`config.mk`:
```
export PLATFORM = sky130hd
export DESIGN_NAME = pointer_key_event_reducer_flat
export DESIGN_NICKNAME = d
export VERILOG_FILES = /design/src/hdl/pkr_pkg.sv /design/src/hdl/pkr_event_if.sv /design/src/hdl/pkr_result_if.sv /design/src/hdl/pkr_cfg_if.sv /design/src/hdl/pkr_in_stage.sv /design/src/hdl/pkr_core.sv /design/src/hdl/pkr_out_stage.sv /design/src/hdl/pointer_key_event_reducer.sv /design/src/flat_wrapper.sv
export SDC_FILE = /design/constraint.sdc
export NUM_CORES = 1
export LEC_CHECK = 0
export BUFFER_PORTS_ARGS = -buffer_cell sky130_fd_sc_hd__buf_4
export CORE_AREA = 4 4 170 172
export DETAILED_ROUTE_END_ITERATION = 12
export DIE_AREA = 0 0 174 176
export PLACE_DENSITY = 0.78
export SLEW_MARGIN = 30
export SYNTH_ARGS = -nofsm -noshare
export SYNTH_HDL_FRONTEND = slang
export SYNTH_HIERARCHICAL = 1
export SYNTH_SLANG_ARGS = --single-unit
```
`constraint.sdc`:
```
create_clock -name clk -period 8.6 [get_ports clk]
set_input_delay 1.72 -clock clk [delete_from_list [all_inputs] [get_ports clk]]
set_output_delay 1.72 -clock clk [all_outputs]
set_load 0.01 [all_outputs]
```
`src/hdl/pkr_pkg.sv`:
```
package pkr_pkg;

	localparam int POS_W  = 13;
	localparam int BIDX_W = 3;
	localparam int TS_W   = 64;
	localparam int VAL_W  = 32;
	localparam int BND_W  = 14;
	localparam int KEY_W  = 10;
	localparam int CIDX_W = 2;

	localparam logic signed [VAL_W-1:0] ESC_CHAR = 32'sh1b;

	localparam logic [CIDX_W-1:0] CFG_SCREEN_WIDTH   = 2'd0;
	localparam logic [CIDX_W-1:0] CFG_SCREEN_HEIGHT  = 2'd1;
	localparam logic [CIDX_W-1:0] CFG_ESCAPE_KEYCODE = 2'd2;

	typedef enum logic [3:0] {
		OP_NONE        = 4'd0,
		OP_KEY_DOWN    = 4'd1,
		OP_KEY_UP      = 4'd2,
		OP_ALL_KEYS_UP = 4'd3,
		OP_ASCII       = 4'd4,
		OP_BTN_DOWN    = 4'd5,
		OP_BTN_UP      = 4'd6,
		OP_DX          = 4'd7,
		OP_DY          = 4'd8,
		OP_ABS_X       = 4'd9,
		OP_ABS_Y       = 4'd10,
		OP_CLEAR       = 4'd11
	} pkr_op_t;

	typedef enum logic [1:0] {
		KIND_MOTION = 2'd0,
		KIND_BUTTON = 2'd1,
		KIND_ESCAPE = 2'd2
	} pkr_kind_t;

	typedef struct packed {
		logic [3:0]              operation;
		logic signed [VAL_W-1:0] value;
		logic [TS_W-1:0]         timestamp_ms;
	} pkr_item_t;

	typedef struct packed {
		logic [1:0]        event_kind;
		logic [TS_W-1:0]   event_time_ms;
		logic [POS_W-1:0]  pointer_x_out;
		logic [POS_W-1:0]  pointer_y_out;
		logic [BIDX_W-1:0] button_index;
		logic              is_pressed;
		logic              is_repeat;
	} pkr_result_t;

	typedef struct packed {
		logic              wr;
		logic [CIDX_W-1:0] index;
		logic [BND_W-1:0]  data;
	} pkr_cfg_wr_t;

endpackage

```
`src/hdl/pkr_event_if.sv`:
```
interface pkr_event_if;
	logic        valid;
	logic        ready;
	logic [3:0]  operation;
	logic signed [31:0] value;
	logic [63:0] timestamp_ms;

	modport source(output valid, operation, value, timestamp_ms, input ready);
	modport sink(input valid, operation, value, timestamp_ms, output ready);
endinterface

```
`src/hdl/pkr_result_if.sv`:
```
interface pkr_result_if;
	logic        valid;
	logic        ready;
	logic [1:0]  event_kind;
	logic [63:0] event_time_ms;
	logic [12:0] pointer_x_out;
	logic [12:0] pointer_y_out;
	logic [2:0]  button_index;
	logic        is_pressed;
	logic        is_repeat;

	modport source(output valid, event_kind, event_time_ms, pointer_x_out, pointer_y_out,
		button_index, is_pressed, is_repeat, input ready);
	modport sink(input valid, event_kind, event_time_ms, pointer_x_out, pointer_y_out,
		button_index, is_pressed, is_repeat, output ready);
endinterface

```
`src/hdl/pkr_cfg_if.sv`:
```
interface pkr_cfg_if;
	logic        valid;
	logic        ready;
	logic [1:0]  index;
	logic [13:0] data;

	modport source(output valid, index, data, input ready);
	modport sink(input valid, index, data, output ready);
endinterface

```
`src/hdl/pkr_in_stage.sv`:
```
module pkr_in_stage
	import pkr_pkg::*;
(
	input  logic      clk,
	input  logic      arst_n,
	input  logic      load,
	input  logic      advance,
	input  pkr_item_t item,
	output logic      valid_s1,
	output pkr_item_t item_s1
);

	always_ff @(posedge clk or negedge arst_n) begin
		if (!arst_n) begin
			valid_s1 <= 1'b0;
		end else if (load) begin
			valid_s1 <= 1'b1;
		end else if (advance) begin
			valid_s1 <= 1'b0;
		end
	end

	always_ff @(posedge clk) begin
		if (load) begin
			item_s1 <= item;
		end
	end

endmodule

```
`src/hdl/pkr_core.sv`:
```
module pkr_core
	import pkr_pkg::*;
#(
	parameter int BUTTON_COUNT = 8,
	parameter int COORD_BITS   = 13
) (
	input  logic        clk,
	input  logic        arst_n,
	input  pkr_cfg_wr_t cfg_wr,
	input  logic        advance,
	input  pkr_item_t   item_s1,
	output logic        res_en,
	output pkr_result_t res
);

	localparam int SUM_W   = 34;
	localparam int BI_W    = (BUTTON_COUNT > 1) ? $clog2(BUTTON_COUNT) : 1;
	localparam int LIM     = 1 << COORD_BITS;
	localparam int RST_W   = (640 > LIM) ? LIM : 640;
	localparam int RST_H   = (480 > LIM) ? LIM : 480;

	logic [COORD_BITS-1:0]   ptr_x_q, ptr_y_q;
	logic [COORD_BITS:0]     width_q, height_q;
	logic signed [KEY_W-1:0] esc_code_q;
	logic [BUTTON_COUNT-1:0] btn_mask_q;
	logic                    esc_held_q;

	logic [COORD_BITS-1:0]   ptr_x_d, ptr_y_d;
	logic [BUTTON_COUNT-1:0] btn_mask_d;
	logic                    esc_held_d;

	logic [BND_W-1:0]        bnd_raw;
	logic [COORD_BITS:0]     bnd_sat;
	logic [COORD_BITS-1:0]   ptr_x_cfg, ptr_y_cfg;

	logic signed [SUM_W-1:0] v_ext, sum_x, sum_y;
	logic [COORD_BITS-1:0]   new_x, new_y;
	logic                    btn_ok, key_match;
	logic [BI_W-1:0]         btn_sel;

	function automatic logic [COORD_BITS-1:0] clamp_to(logic signed [SUM_W-1:0] c,
		logic [COORD_BITS:0] extent);
		logic [COORD_BITS:0] top;
		top = extent - 1'b1;
		if (c[SUM_W-1]) begin
			return '0;
		end else if (c >= $signed({{(SUM_W-COORD_BITS-1){1'b0}}, extent})) begin
			return top[COORD_BITS-1:0];
		end else begin
			return c[COORD_BITS-1:0];
		end
	endfunction

	function automatic logic [POS_W-1:0] to_pos(logic [COORD_BITS-1:0] p);
		return POS_W'({{(32-COORD_BITS){1'b0}}, p});
	endfunction

	// bound write: saturate, then pull the pointer back inside the new range
	always_comb begin
		bnd_raw = cfg_wr.data;
		if ({18'b0, bnd_raw} > 32'(LIM)) begin
			bnd_sat = (COORD_BITS+1)'(LIM);
		end else begin
			bnd_sat = (COORD_BITS+1)'({18'b0, bnd_raw});
		end
		ptr_x_cfg = ptr_x_q;
		ptr_y_cfg = ptr_y_q;
		if ({1'b0, ptr_x_q} >= bnd_sat) begin
			ptr_x_cfg = COORD_BITS'(bnd_sat - 1'b1);
		end
		if ({1'b0, ptr_y_q} >= bnd_sat) begin
			ptr_y_cfg = COORD_BITS'(bnd_sat - 1'b1);
		end
	end

	always_comb begin
		v_ext     = {{(SUM_W-VAL_W){item_s1.value[VAL_W-1]}}, item_s1.value};
		sum_x     = $signed({{(SUM_W-COORD_BITS){1'b0}}, ptr_x_q}) + v_ext;
		sum_y     = $signed({{(SUM_W-COORD_BITS){1'b0}}, ptr_y_q}) - v_ext;
		new_x     = clamp_to(sum_x, width_q);
		new_y     = clamp_to(sum_y, height_q);
		btn_ok    = !item_s1.value[VAL_W-1] && (item_s1.value < VAL_W'(BUTTON_COUNT));
		btn_sel   = item_s1.value[BI_W-1:0];
		key_match = !esc_code_q[KEY_W-1] &&
			(item_s1.value == {{(VAL_W-KEY_W){1'b0}}, esc_code_q});
	end

	always_comb begin
		ptr_x_d    = ptr_x_q;
		ptr_y_d    = ptr_y_q;
		btn_mask_d = btn_mask_q;
		esc_held_d = esc_held_q;
		res_en     = 1'b0;
		res.event_kind    = KIND_MOTION;
		res.event_time_ms = item_s1.timestamp_ms;
		res.pointer_x_out = '0;
		res.pointer_y_out = '0;
		res.button_index  = '0;
		res.is_pressed    = 1'b0;
		res.is_repeat     = 1'b0;
		case (item_s1.operation)
			OP_DX: begin
				ptr_x_d = new_x;
				res_en  = (new_x != ptr_x_q);
				res.pointer_x_out = to_pos(new_x);
				res.pointer_y_out = to_pos(ptr_y_q);
			end
			OP_DY: begin
				ptr_y_d = new_y;
				res_en  = (new_y != ptr_y_q);
				res.pointer_x_out = to_pos(ptr_x_q);
				res.pointer_y_out = to_pos(new_y);
			end
			OP_BTN_DOWN, OP_BTN_UP: begin
				res.event_kind    = KIND_BUTTON;
				res.pointer_x_out = to_pos(ptr_x_q);
				res.pointer_y_out = to_pos(ptr_y_q);
				res.button_index  = item_s1.value[BIDX_W-1:0];
				res.is_pressed    = (item_s1.operation == OP_BTN_DOWN);
				if (btn_ok && (btn_mask_q[btn_sel] != res.is_pressed)) begin
					res_en = 1'b1;
					btn_mask_d[btn_sel] = res.is_pressed;
				end
			end
			OP_ASCII: begin
				res.event_kind = KIND_ESCAPE;
				res.is_pressed = 1'b1;
				res.is_repeat  = esc_held_q;
				if (item_s1.value == ESC_CHAR) begin
					res_en     = 1'b1;
					esc_held_d = 1'b1;
				end
			end
			OP_KEY_DOWN: begin
				res.event_kind = KIND_ESCAPE;
				res.is_pressed = 1'b1;
				res.is_repeat  = esc_held_q;
				if (key_match) begin
					res_en     = 1'b1;
					esc_held_d = 1'b1;
				end
			end
			OP_KEY_UP, OP_ALL_KEYS_UP: begin
				res.event_kind = KIND_ESCAPE;
				if (esc_held_q && (key_match || item_s1.operation == OP_ALL_KEYS_UP)) begin
					res_en     = 1'b1;
					esc_held_d = 1'b0;
				end
			end
			OP_CLEAR: begin
				btn_mask_d = '0;
				esc_held_d = 1'b0;
			end
			default: begin
			end
		endcase
	end

	always_ff @(posedge clk or negedge arst_n) begin
		if (!arst_n) begin
			width_q    <= (COORD_BITS+1)'(RST_W);
			height_q   <= (COORD_BITS+1)'(RST_H);
			esc_code_q <= '1;
			ptr_x_q    <= COORD_BITS'((RST_W - 1) / 2);
			ptr_y_q    <= COORD_BITS'((RST_H - 1) / 2);
			btn_mask_q <= '0;
			esc_held_q <= 1'b0;
		end else if (cfg_wr.wr) begin
			case (cfg_wr.index)
				CFG_SCREEN_WIDTH: begin
					if (bnd_raw != '0) begin
						width_q <= bnd_sat;
						ptr_x_q <= ptr_x_cfg;
					end
				end
				CFG_SCREEN_HEIGHT: begin
					if (bnd_raw != '0) begin
						height_q <= bnd_sat;
						ptr_y_q  <= ptr_y_cfg;
					end
				end
				CFG_ESCAPE_KEYCODE: begin
					esc_code_q <= cfg_wr.data[KEY_W-1:0];
					esc_held_q <= 1'b0;
				end
				default: begin
				end
			endcase
		end else if (advance) begin
			ptr_x_q    <= ptr_x_d;
			ptr_y_q    <= ptr_y_d;
			btn_mask_q <= btn_mask_d;
			esc_held_q <= esc_held_d;
		end
	end

endmodule

```
`src/hdl/pkr_out_stage.sv`:
```
module pkr_out_stage
	import pkr_pkg::*;
(
	input  logic        clk,
	input  logic        arst_n,
	input  logic        load,
	input  pkr_result_t res,
	input  logic        take,
	output logic        valid_q,
	output pkr_result_t res_q
);

	always_ff @(posedge clk or negedge arst_n) begin
		if (!arst_n) begin
			valid_q <= 1'b0;
		end else if (load) begin
			valid_q <= 1'b1;
		end else if (take) begin
			valid_q <= 1'b0;
		end
	end

	always_ff @(posedge clk) begin
		if (load) begin
			res_q <= res;
		end
	end

endmodule

```
`src/hdl/pointer_key_event_reducer.sv`:
```
// Pointer and key event reducer.
// evt_in: raw events (operation, value, timestamp_ms), valid/ready; a beat is
//   taken when both are high. res_out: at most one result beat per event.
// cfg: register writes (0 screen width, 1 screen height, 2 escape keycode),
//   always ready; the user must write only while no event is in flight, as
//   the block itself does not enforce it.
// An event is registered on acceptance, evaluated against the pointer,
// button and escape state, and its result lands in the output register
// when the event advances; a stall at res_out holds the event back.
// Events are accepted at one per cycle while res_out does not stall; the
// single add-and-clamp per event sets the evaluation path.
// If res_out stalls with a result held, the event in the input register
// waits and evt_in accepts no further beat until the result is taken;
// events that yield no result still wait their turn so ordering holds.
// Reset restores 640x480 bounds, pointer at 319,239, buttons up, escape
// released and keycode matching off.
module pointer_key_event_reducer
	import pkr_pkg::*;
#(
	parameter int BUTTON_COUNT = 8,
	parameter int COORD_BITS   = 13
) (
	input logic   clk,
	input logic   arst_n,
	pkr_event_if.sink    evt_in,
	pkr_cfg_if.sink      cfg,
	pkr_result_if.source res_out
);

	pkr_item_t   item, item_s1;
	pkr_result_t res, res_q;
	pkr_cfg_wr_t cfg_wr;
	logic        valid_s1, advance, res_en, out_valid_q;

	assign item.operation    = evt_in.operation;
	assign item.value        = evt_in.value;
	assign item.timestamp_ms = evt_in.timestamp_ms;

	assign advance      = valid_s1 && (!out_valid_q || res_out.ready);
	assign evt_in.ready = !valid_s1 || advance;

	assign cfg.ready    = 1'b1;
	assign cfg_wr.wr    = cfg.valid;
	assign cfg_wr.index = cfg.index;
	assign cfg_wr.data  = cfg.data;

	pkr_in_stage u_in (
		.clk      (clk),
		.arst_n   (arst_n),
		.load     (evt_in.valid && evt_in.ready),
		.advance  (advance),
		.item     (item),
		.valid_s1 (valid_s1),
		.item_s1  (item_s1)
	);

	pkr_core #(
		.BUTTON_COUNT (BUTTON_COUNT),
		.COORD_BITS   (COORD_BITS)
	) u_core (
		.clk     (clk),
		.arst_n  (arst_n),
		.cfg_wr  (cfg_wr),
		.advance (advance),
		.item_s1 (item_s1),
		.res_en  (res_en),
		.res     (res)
	);

	pkr_out_stage u_out (
		.clk     (clk),
		.arst_n  (arst_n),
		.load    (advance && res_en),
		.res     (res),
		.take    (res_out.ready),
		.valid_q (out_valid_q),
		.res_q   (res_q)
	);

	assign res_out.valid         = out_valid_q;
	assign res_out.event_kind    = res_q.event_kind;
	assign res_out.event_time_ms = res_q.event_time_ms;
	assign res_out.pointer_x_out = res_q.pointer_x_out;
	assign res_out.pointer_y_out = res_q.pointer_y_out;
	assign res_out.button_index  = res_q.button_index;
	assign res_out.is_pressed    = res_q.is_pressed;
	assign res_out.is_repeat     = res_q.is_repeat;

endmodule

```
`src/flat_wrapper.sv`:
```
// flat-port wrapper written by rule: the top's interface ports become plain ports
module pointer_key_event_reducer_flat import pkr_pkg::*;
#(
	parameter int BUTTON_COUNT = 8,
	parameter int COORD_BITS   = 13
)
  (clk, arst_n, evt_in_valid, evt_in_operation, evt_in_value, evt_in_timestamp_ms, evt_in_ready, cfg_valid, cfg_index, cfg_data, cfg_ready, res_out_valid, res_out_event_kind, res_out_event_time_ms, res_out_pointer_x_out, res_out_pointer_y_out, res_out_button_index, res_out_is_pressed, res_out_is_repeat, res_out_ready);
  pkr_event_if evt_in_i ();
  pkr_cfg_if cfg_i ();
  pkr_result_if res_out_i ();
  input logic clk;
  input logic arst_n;
  input wire logic [$bits(evt_in_i.valid)-1:0] evt_in_valid;
  input wire logic [$bits(evt_in_i.operation)-1:0] evt_in_operation;
  input wire logic [$bits(evt_in_i.value)-1:0] evt_in_value;
  input wire logic [$bits(evt_in_i.timestamp_ms)-1:0] evt_in_timestamp_ms;
  output wire logic [$bits(evt_in_i.ready)-1:0] evt_in_ready;
  input wire logic [$bits(cfg_i.valid)-1:0] cfg_valid;
  input wire logic [$bits(cfg_i.index)-1:0] cfg_index;
  input wire logic [$bits(cfg_i.data)-1:0] cfg_data;
  output wire logic [$bits(cfg_i.ready)-1:0] cfg_ready;
  output wire logic [$bits(res_out_i.valid)-1:0] res_out_valid;
  output wire logic [$bits(res_out_i.event_kind)-1:0] res_out_event_kind;
  output wire logic [$bits(res_out_i.event_time_ms)-1:0] res_out_event_time_ms;
  output wire logic [$bits(res_out_i.pointer_x_out)-1:0] res_out_pointer_x_out;
  output wire logic [$bits(res_out_i.pointer_y_out)-1:0] res_out_pointer_y_out;
  output wire logic [$bits(res_out_i.button_index)-1:0] res_out_button_index;
  output wire logic [$bits(res_out_i.is_pressed)-1:0] res_out_is_pressed;
  output wire logic [$bits(res_out_i.is_repeat)-1:0] res_out_is_repeat;
  input wire logic [$bits(res_out_i.ready)-1:0] res_out_ready;
  assign evt_in_i.valid = evt_in_valid;
  assign evt_in_i.operation = evt_in_operation;
  assign evt_in_i.value = evt_in_value;
  assign evt_in_i.timestamp_ms = evt_in_timestamp_ms;
  assign evt_in_ready = evt_in_i.ready;
  assign cfg_i.valid = cfg_valid;
  assign cfg_i.index = cfg_index;
  assign cfg_i.data = cfg_data;
  assign cfg_ready = cfg_i.ready;
  assign res_out_valid = res_out_i.valid;
  assign res_out_event_kind = res_out_i.event_kind;
  assign res_out_event_time_ms = res_out_i.event_time_ms;
  assign res_out_pointer_x_out = res_out_i.pointer_x_out;
  assign res_out_pointer_y_out = res_out_i.pointer_y_out;
  assign res_out_button_index = res_out_i.button_index;
  assign res_out_is_pressed = res_out_i.is_pressed;
  assign res_out_is_repeat = res_out_i.is_repeat;
  assign res_out_i.ready = res_out_ready;
  pointer_key_event_reducer #(.BUTTON_COUNT(BUTTON_COUNT), .COORD_BITS(COORD_BITS)) u_core (.clk(clk), .arst_n(arst_n), .evt_in(evt_in_i), .cfg(cfg_i), .res_out(res_out_i));
endmodule
```
=== Word level (Yosys, flattened, before mapping) ===
Index checks and enable logic that the tools add are counted.

* $add $sub $neg: 5
* Magnitude comparators: 8
* Equal/unequal tests: 26
* Muxes and demuxes: 43
* Bitwise gates (word level): 1
* Reduce and logical (&&, ||, !) cells: 35

{| class="wikitable"
|+ Operators with widths
! cell !! number
|-
| 13-bit two-way mux || 16
|-
| 26-bit case mux with 3 select lines || 1
|-
| 33-bit by 15-bit >= comparator with 1-bit output || 2
|-
| 13-bit by 1-bit subtractor with 13-bit output (second input constant) || 3
|-
| 14-bit by 32-bit adder with 33-bit output || 1
|-
| 14-bit by 32-bit subtractor with 33-bit output || 1
|-
| 32-bit by 10-bit == test with 1-bit output || 1
|-
| 32-bit by 6-bit == test with 1-bit output (second input constant) || 1
|-
| 32-bit by 5-bit less-than comparator with 1-bit output (second input constant) || 1
|-
| 13-bit by 14-bit >= comparator with 1-bit output || 2
|-
| 13-bit != test || 2
|-
| 4-bit by 3-bit == test with 1-bit output (second input constant) || 4
|-
| 1-bit two-way mux || 16
|-
| 8-bit case mux with 2 select lines || 1
|-
| 14-bit greater-than comparator (second input constant) || 1
|-
| 14-bit two-way mux || 1
|-
| 14-bit nonzero test || 1
|-
| 2-bit by 1-bit != test with 1-bit output (second input constant) || 6
|-
| 2-bit nonzero test || 6
|-
| 5-bit AND reduction || 2
|-
| 3-bit != test (second input constant) || 3
|-
| 8-bit bitwise mux || 1
|-
| 4-bit by 2-bit == test with 1-bit output (second input constant) || 2
|-
| 4-bit == test (second input constant) || 2
|-
| 26 further kinds || 41
|}

* Bits in registers: 272
* Input port bits: 121
* Output and inout port bits: 100
* Word-level logic and storage cells: 137

=== Longest topological paths before layout ===
* Depth in word-level cells: 8
* Depth in mapped cells: 28
* Mapped depth without buffers: 26

=== Cells and area by module ===
The synthesis kept the hierarchy.

{| class="wikitable"
|+ By module, submodules not included
! module !! times used !! cells each !! area an instance (um^2)
|-
| pkr_core || 1 || 1302 || 9853.2
|-
| pkr_in_stage || 1 || 103 || 3039.2
|-
| pkr_out_stage || 1 || 100 || 2949.1
|-
| pointer_key_event_reducer || 1 || 7 || 57.6
|}

=== Worst setup path after synthesis ===
OpenSTA, ideal clock, no wires.

* Path type: register to register
* Start point: register u_core/u_in/item_s1[65] (netlist name)
* End point: register u_core/u_out/res_q[0] (netlist name)
* Library setup time: 0.468 ns
* Arrival: 7.100 ns
* Data required time: 8.132 ns
* Setup slack: 1.032 ns
* Cell stages (with the launch flop): 26
* Period minus slack after synthesis: 7.568 ns
* Cell sequence: edfxtp_1 -> clkbuf_1 -> inv_2 -> ha_1 -> nor2b_1 -> o2111a_1 -> o21a_1 -> o21ai_0 -> a31oi_1 -> nor3_1 -> nor2_1 -> xnor2_1 -> inv_1 -> ha_1 -> nor2b_1 -> o21ai_0 -> o311ai_0 -> o211ai_1 -> o221ai_1 -> or3_4 -> nor4b_4 -> mux2i_1 -> xnor2_1 -> nor4b_2 -> o22ai_1 -> and3_1

* Cells in the longest elaborated chain, start to end: 7
* Elaborated cells on any way between the ends: 27
* Classes of those cells: 2 x add/sub; 3 x order compare; 5 x eq/ne; 11 x mux; 6 x reduce/logical

{| class="wikitable"
|+ Ends and longest elaborated chain
! element !! line !! text
|-
| 14-bit by 32-bit subtractor with 33-bit output, or another cell as far along || pkr_core.sv:79 || <nowiki>sum_y = $signed({{(SUM_W-COORD_BITS){1'b0}}, ptr_y_q}) - v_ext;</nowiki>
|-
| 33-bit by 15-bit >= comparator with 1-bit output, or another cell as far along || pkr_core.sv:47 || <nowiki>end else if (c >= $signed({{(SUM_W-COORD_BITS-1){1'b0}}, extent})) begin</nowiki>
|-
| 13-bit two-way mux, or another cell as far along || pkr_core.sv:47 ||
|-
| 13-bit two-way mux, or another cell as far along || pkr_core.sv:45 || <nowiki>if (c[SUM_W-1]) begin</nowiki>
|-
| 13-bit != test, or another cell as far along || pkr_core.sv:110 || <nowiki>res_en = (new_y != ptr_y_q);</nowiki>
|-
| 1-bit case mux with 6 select lines (*) || pkr_core.sv:101 || <nowiki>case (item_s1.operation)</nowiki>
|-
| named net u_core.res_en || pointer_key_event_reducer.sv:33 || <nowiki>logic valid_s1, advance, res_en, out_valid_q;</nowiki>
|-
| 1-bit logical AND (*) || pointer_key_event_reducer.sv:73 || <nowiki>.load (advance && res_en),</nowiki>
|}

The timed path passes the listed nets; every way through them passes the cells marked *. The select of a mux whose other input is x is not followed.
A chain may end at the register's enable or synchronous reset.

=== Worst setup path in the final report ===
* Start point: register u_core/u_in/item_s1[65] (netlist name)
* End point: register u_core/u_out/res_q[28] (netlist name)

* Cells in the longest elaborated chain, start to end: 7
* Elaborated cells on any way between the ends: 27
* Classes of those cells: 2 x add/sub; 3 x order compare; 5 x eq/ne; 11 x mux; 6 x reduce/logical

{| class="wikitable"
|+ Ends and longest elaborated chain
! element !! line
|-
| 14-bit by 32-bit subtractor with 33-bit output, or another cell as far along || pkr_core.sv:79
|-
| 33-bit by 15-bit >= comparator with 1-bit output, or another cell as far along || pkr_core.sv:47
|-
| 13-bit two-way mux, or another cell as far along || pkr_core.sv:47
|-
| 13-bit two-way mux, or another cell as far along || pkr_core.sv:45
|-
| 13-bit != test, or another cell as far along || pkr_core.sv:110
|-
| 1-bit case mux with 6 select lines (*) || pkr_core.sv:101
|-
| named net u_core.res_en || pointer_key_event_reducer.sv:33
|-
| 1-bit logical AND (*) || pointer_key_event_reducer.sv:73
|}

Marks and branches as above.

==> metrics list <==
- The final hold violation count came to 0.
* CP bufs+invs: 3
* Required @ worst endpoint: 8.79 ns
- In the synthesized netlist the dominant register cell turns out to be edfxtp_1.
- For this run, the slowest stage of the critical path takes ~0.77 ns.
- In the final layout, the share of cells above drive strength 1 is roughly 22%.
* Power density cells: between 200 and 300 nW/um^2
- In this run the tightest slew margin relative to its limit is 31.40%.
- Worst hold slack: between 0.4 and 0.5 ns
- During placement, the flow inserted port buffers numbering about 220.
- No sink is reached through more buffers than the 3 on the longest clock path.
- Of the total power, the share spent switching nets is a little under two fifths.
- Top post-synthesis cells by area: edfxtp_1 (37%), dfrtp_1 (7.1%), ha_1 (6.5%), dfstp_2 (5.0%), o21ai_0 (3.9%)
* Family of cells with the greatest summed delay on the critical path: simple AND/OR/NAND/NOR gates
- Remaining design rule violation count: 0
- In this run the static leakage power is around 7.4 nW.
- Routability-driven placement finished with a final weighted congestion of ~1.
- Leading cell types by count after synthesis: edfxtp_1 (197), nand2_1 (137), o21ai_0 (125)
* Global Route met1 Usage: between 40% and 50%
* Half-perimeter wire length of the detailed placement result: about 35000 microns
* Top Ports: roughly 220
- Gate power share: between 30% and 40%
- Setup slack at placement: roughly 1.4 ns
- FF+latch count, synth: between 200 and 300
- Fill cells in the final layout number around 2.1k.
* Post-Place Cell Area: between 15000 and 20000 sq um
- The final count of pins violating max slew was 0.
- Period Utilization, post-route: between 80% and 90%
* Count of inserted antenna diode cells: 0
- Slew at the pin with the worst max-slew slack: ~1.0 ns
- Level count of the clock H-tree: 1
- Setup crit start kind: flip-flop
- Worst Setup Path Type: reg2reg
- The clock net in this run drives a total of roughly 270 sinks.
- Setup repair after global routing left no endpoint under its margin.
- edfxtp_1 is the most common cell in the netlist.
- Clock-pin slew was measured on the worst setup and hold paths at 0.06 ns.
- Count of cell types in the netlist: 96
* Via density: ~6.4
- The die covers 30620 sq um.
- DIE WIDTH: 174 microns
* Cell-internal power: between 0.003 and 0.004 W
* Setup TNS: 0 ns
- Area grow syn2layout: 15.77%
- Area taken by flip-flops and latches: between 7000 and 8000 sq um
- Global routing used about half of the available met2 tracks.
- Count of hold buffers inserted by post-cts repair: 0
- Sequential element share of the synthesized area: between 40% and 50%
- After routing the design area is between 15000 and 20000 sq um.
- TritonCTS built the clock tree.
- Vias after detailed routing: 12.84k
- The via count of the first global-routing pass was about 12k.
- After clock tree synthesis, the repair step resized 0 gates.
- IR analysis of the VDD net gives a maximum drop of between 0.15 and 0.2 mV.
- Status: completed
- Highest achievable clock rate: roughly 130 MHz
- Net Switching: roughly 0.0019 W
- After synthesis, the share of flip-flops with an asynchronous set or reset is 27.57%.
- EDFF count, synth: ~200
* Netlist Area Pre-Place: approximately 16000 sq um
- Clock insertion delay at the later pin of the skew report: between 0.5 and 0.6 ns
* Highest-utilization routing layer at the global route stage: met2
* Critical R2R Launch: u_core/u_in/item_s1[65]$_DFFE_PP_
- The tightest min-delay check is of the reg2reg type.
* Clock Root Buffer: clkbuf_16
* Startpoint of the lowest-slack hold path: u_core/u_in/item_s1[17]$_DFFE_PP_
- Averaged over all synthesized cells, the footprint is 10.52 sq um.
- The slowest stage of the critical path is the and3_4 cell.
- Final Setup Violations: 0
- Critical Path AT: 7.62 ns
* Start point of the critical path: u_core/u_in/item_s1[65]$_DFFE_PP_
- The biggest area contributor in the post-synthesis netlist is edfxtp_1.
* Count of routing violations after the opening detailed-route iteration: 1473
* Area of the multi-input gates: roughly 7000 sq um
* Routed WL: ~48000 microns
- In this run the worst path has a maximum fanout of 58.
* Antenna violations before repair: 0
- Total overflow reported by the global router: 0
* Critical path endpoint category: flip-flop
- Setup WS post-layout: between 1 and 1.5 ns
- Net count, final: around 1.9k
* Final min period: around 7.4 ns
- When the netlist entered floorplanning its net count stood at 1718.
- Entering global routing, the biggest net connects between 70 and 80 pins.
- The total area inside the core boundary comes to about 27000 sq um.
- Cell row count: between 60 and 70
- Max-cap violations: 0
- Total setup buffers inserted after CTS: 0
- Once detail routing completed, the nets flagged for antenna violations numbered 0.
- Total clock buffers created by CTS: 29
- Across the routed clock network, the largest skew measured is ~0.028 ns.
- Global routing consumed, on the met3 layer, roughly 5.4% of the routing resources.
* Gate count after technology mapping: ~1.5k
- Initial Util: between 50 and 60%
* Overall track demand over capacity in global routing: a little under a third
- In this run the vertical extent of the chip is between 150 and 200 microns.
* Sequential cell fraction of total power: between 30% and 40%
- For this run, the detailed router's first-pass iteration total came to 6.
- After detailed routing, the average wire length per cell comes to ~24 microns.
* Warnings from Yosys: 6
* Clk pwr share: a little over a quarter
* Top-area cell type share of the netlist area: 37.21%
* First-pass GRT wire length: 71880 microns
path summary, 6_finish.rpt:
path / end / slack, ns / cells after the start
worst max-delay path: u_core/u_out/res_q[28]$_DFFE_PP_ / 1.18 / 25
worst min-delay path: u_core/u_out/res_q[48]$_DFFE_PP_ / 0.42 / 0
worst max register to register: u_core/u_out/res_q[28]$_DFFE_PP_ / 1.18 / 25
worst min register to register: u_core/u_out/res_q[48]$_DFFE_PP_ / 0.42 / 0
max in group asynchronous: u_core/u_core/ptr_x_q[12]$_DFFE_PN0P_ / 6.89 / 1
min in group asynchronous: u_core/u_core/width_q[4]$_DFFE_PN0P_ / 1.19 / 1
routing by layer:
metal / vias to the layer above / wire length [microns]
met5: - / 0
met4: 0 / 1918
met3: 132 / 4715
met2: 811 / 21980
met1: 6146 / 19260
li1: 5755 / -
state kept, by name, indices dropped and copies added (netlist names):
name / count
u_core/u_out/res_q: 97
u_core/u_out/valid_q: 1
u_core/u_in/item_s1: 100
u_core/u_core/esc_code_q: 10
u_core/u_core/height_q: 14
u_core/u_core/esc_held_q: 1
u_core/u_core/ptr_y_q: 13
u_core/u_core/width_q: 14
u_core/u_core/btn_mask_q: 8
u_core/u_core/ptr_x_q: 13
u_core/u_in/valid_s1: 1
cell usage in the layout, fill, tap and decap left out, types with 25 or more instances in the layout:
master and count:
a21o_1 28, a21oi_1 66, buf_4 225, clkbuf_16 34, dfrtp_1 45, dfstp_2 30
edfxtp_1 197, ha_1 83, inv_1 87, mux2_2 28, nand2_1 137, nand3_1 33
nor2_1 87, nor3_1 31, o21ai_0 125, xnor2_1 65, xor2_1 25
power by group through the flow:
stage	clock network (W)	logic [W]	registers, W
floorplan	0	0.00139	0.00175
global placement	0	0.00183	0.00185
detailed placement	0	0.00187	0.00186
CTS	0.00137	0.00188	0.00183
global route	0.00143	0.00211	0.00186
finish	0.00135	0.00193	0.00185
through the flow:
step	total power, W	utilization [%]	instances
after floorplan	0.003137	-	1512
after global placement	0.003679	63.04	1963
after detailed placement	0.003723	63.06	1963
after CTS	0.005084	66.94	2017
after global routing	0.005398	66.99	2017
final	0.005125	66.99	2017
layout make-up:
class                   count  share of cell area (%)
clock buffers              44                   5.119
multi-input cells        1030                   38.27
well taps                 346                   2.352
flip-flops and latches    272                   42.54
clock inverters            10                  0.6662
inverters                  89                   1.815
repair buffers            226                   9.238
kinds of logic (layout without fill, tap and decap cells):
group / Yosys count / in the layout / synth area share [%]
fa+ha+maj: 85 / 85 / 6.784
compound gates: 379 / 379 / 15.44
xor+xnor: 91 / 91 / 5.100
other cells: 1 / 1 / 0.02359
buf+inv: 210 / 369 / 6.650
simple gates: 429 / 429 / 13.66
mux: 45 / 45 / 3.093
flops: 272 / 272 / 49.25
Note: power is estimated with default switching activity, not from simulation.
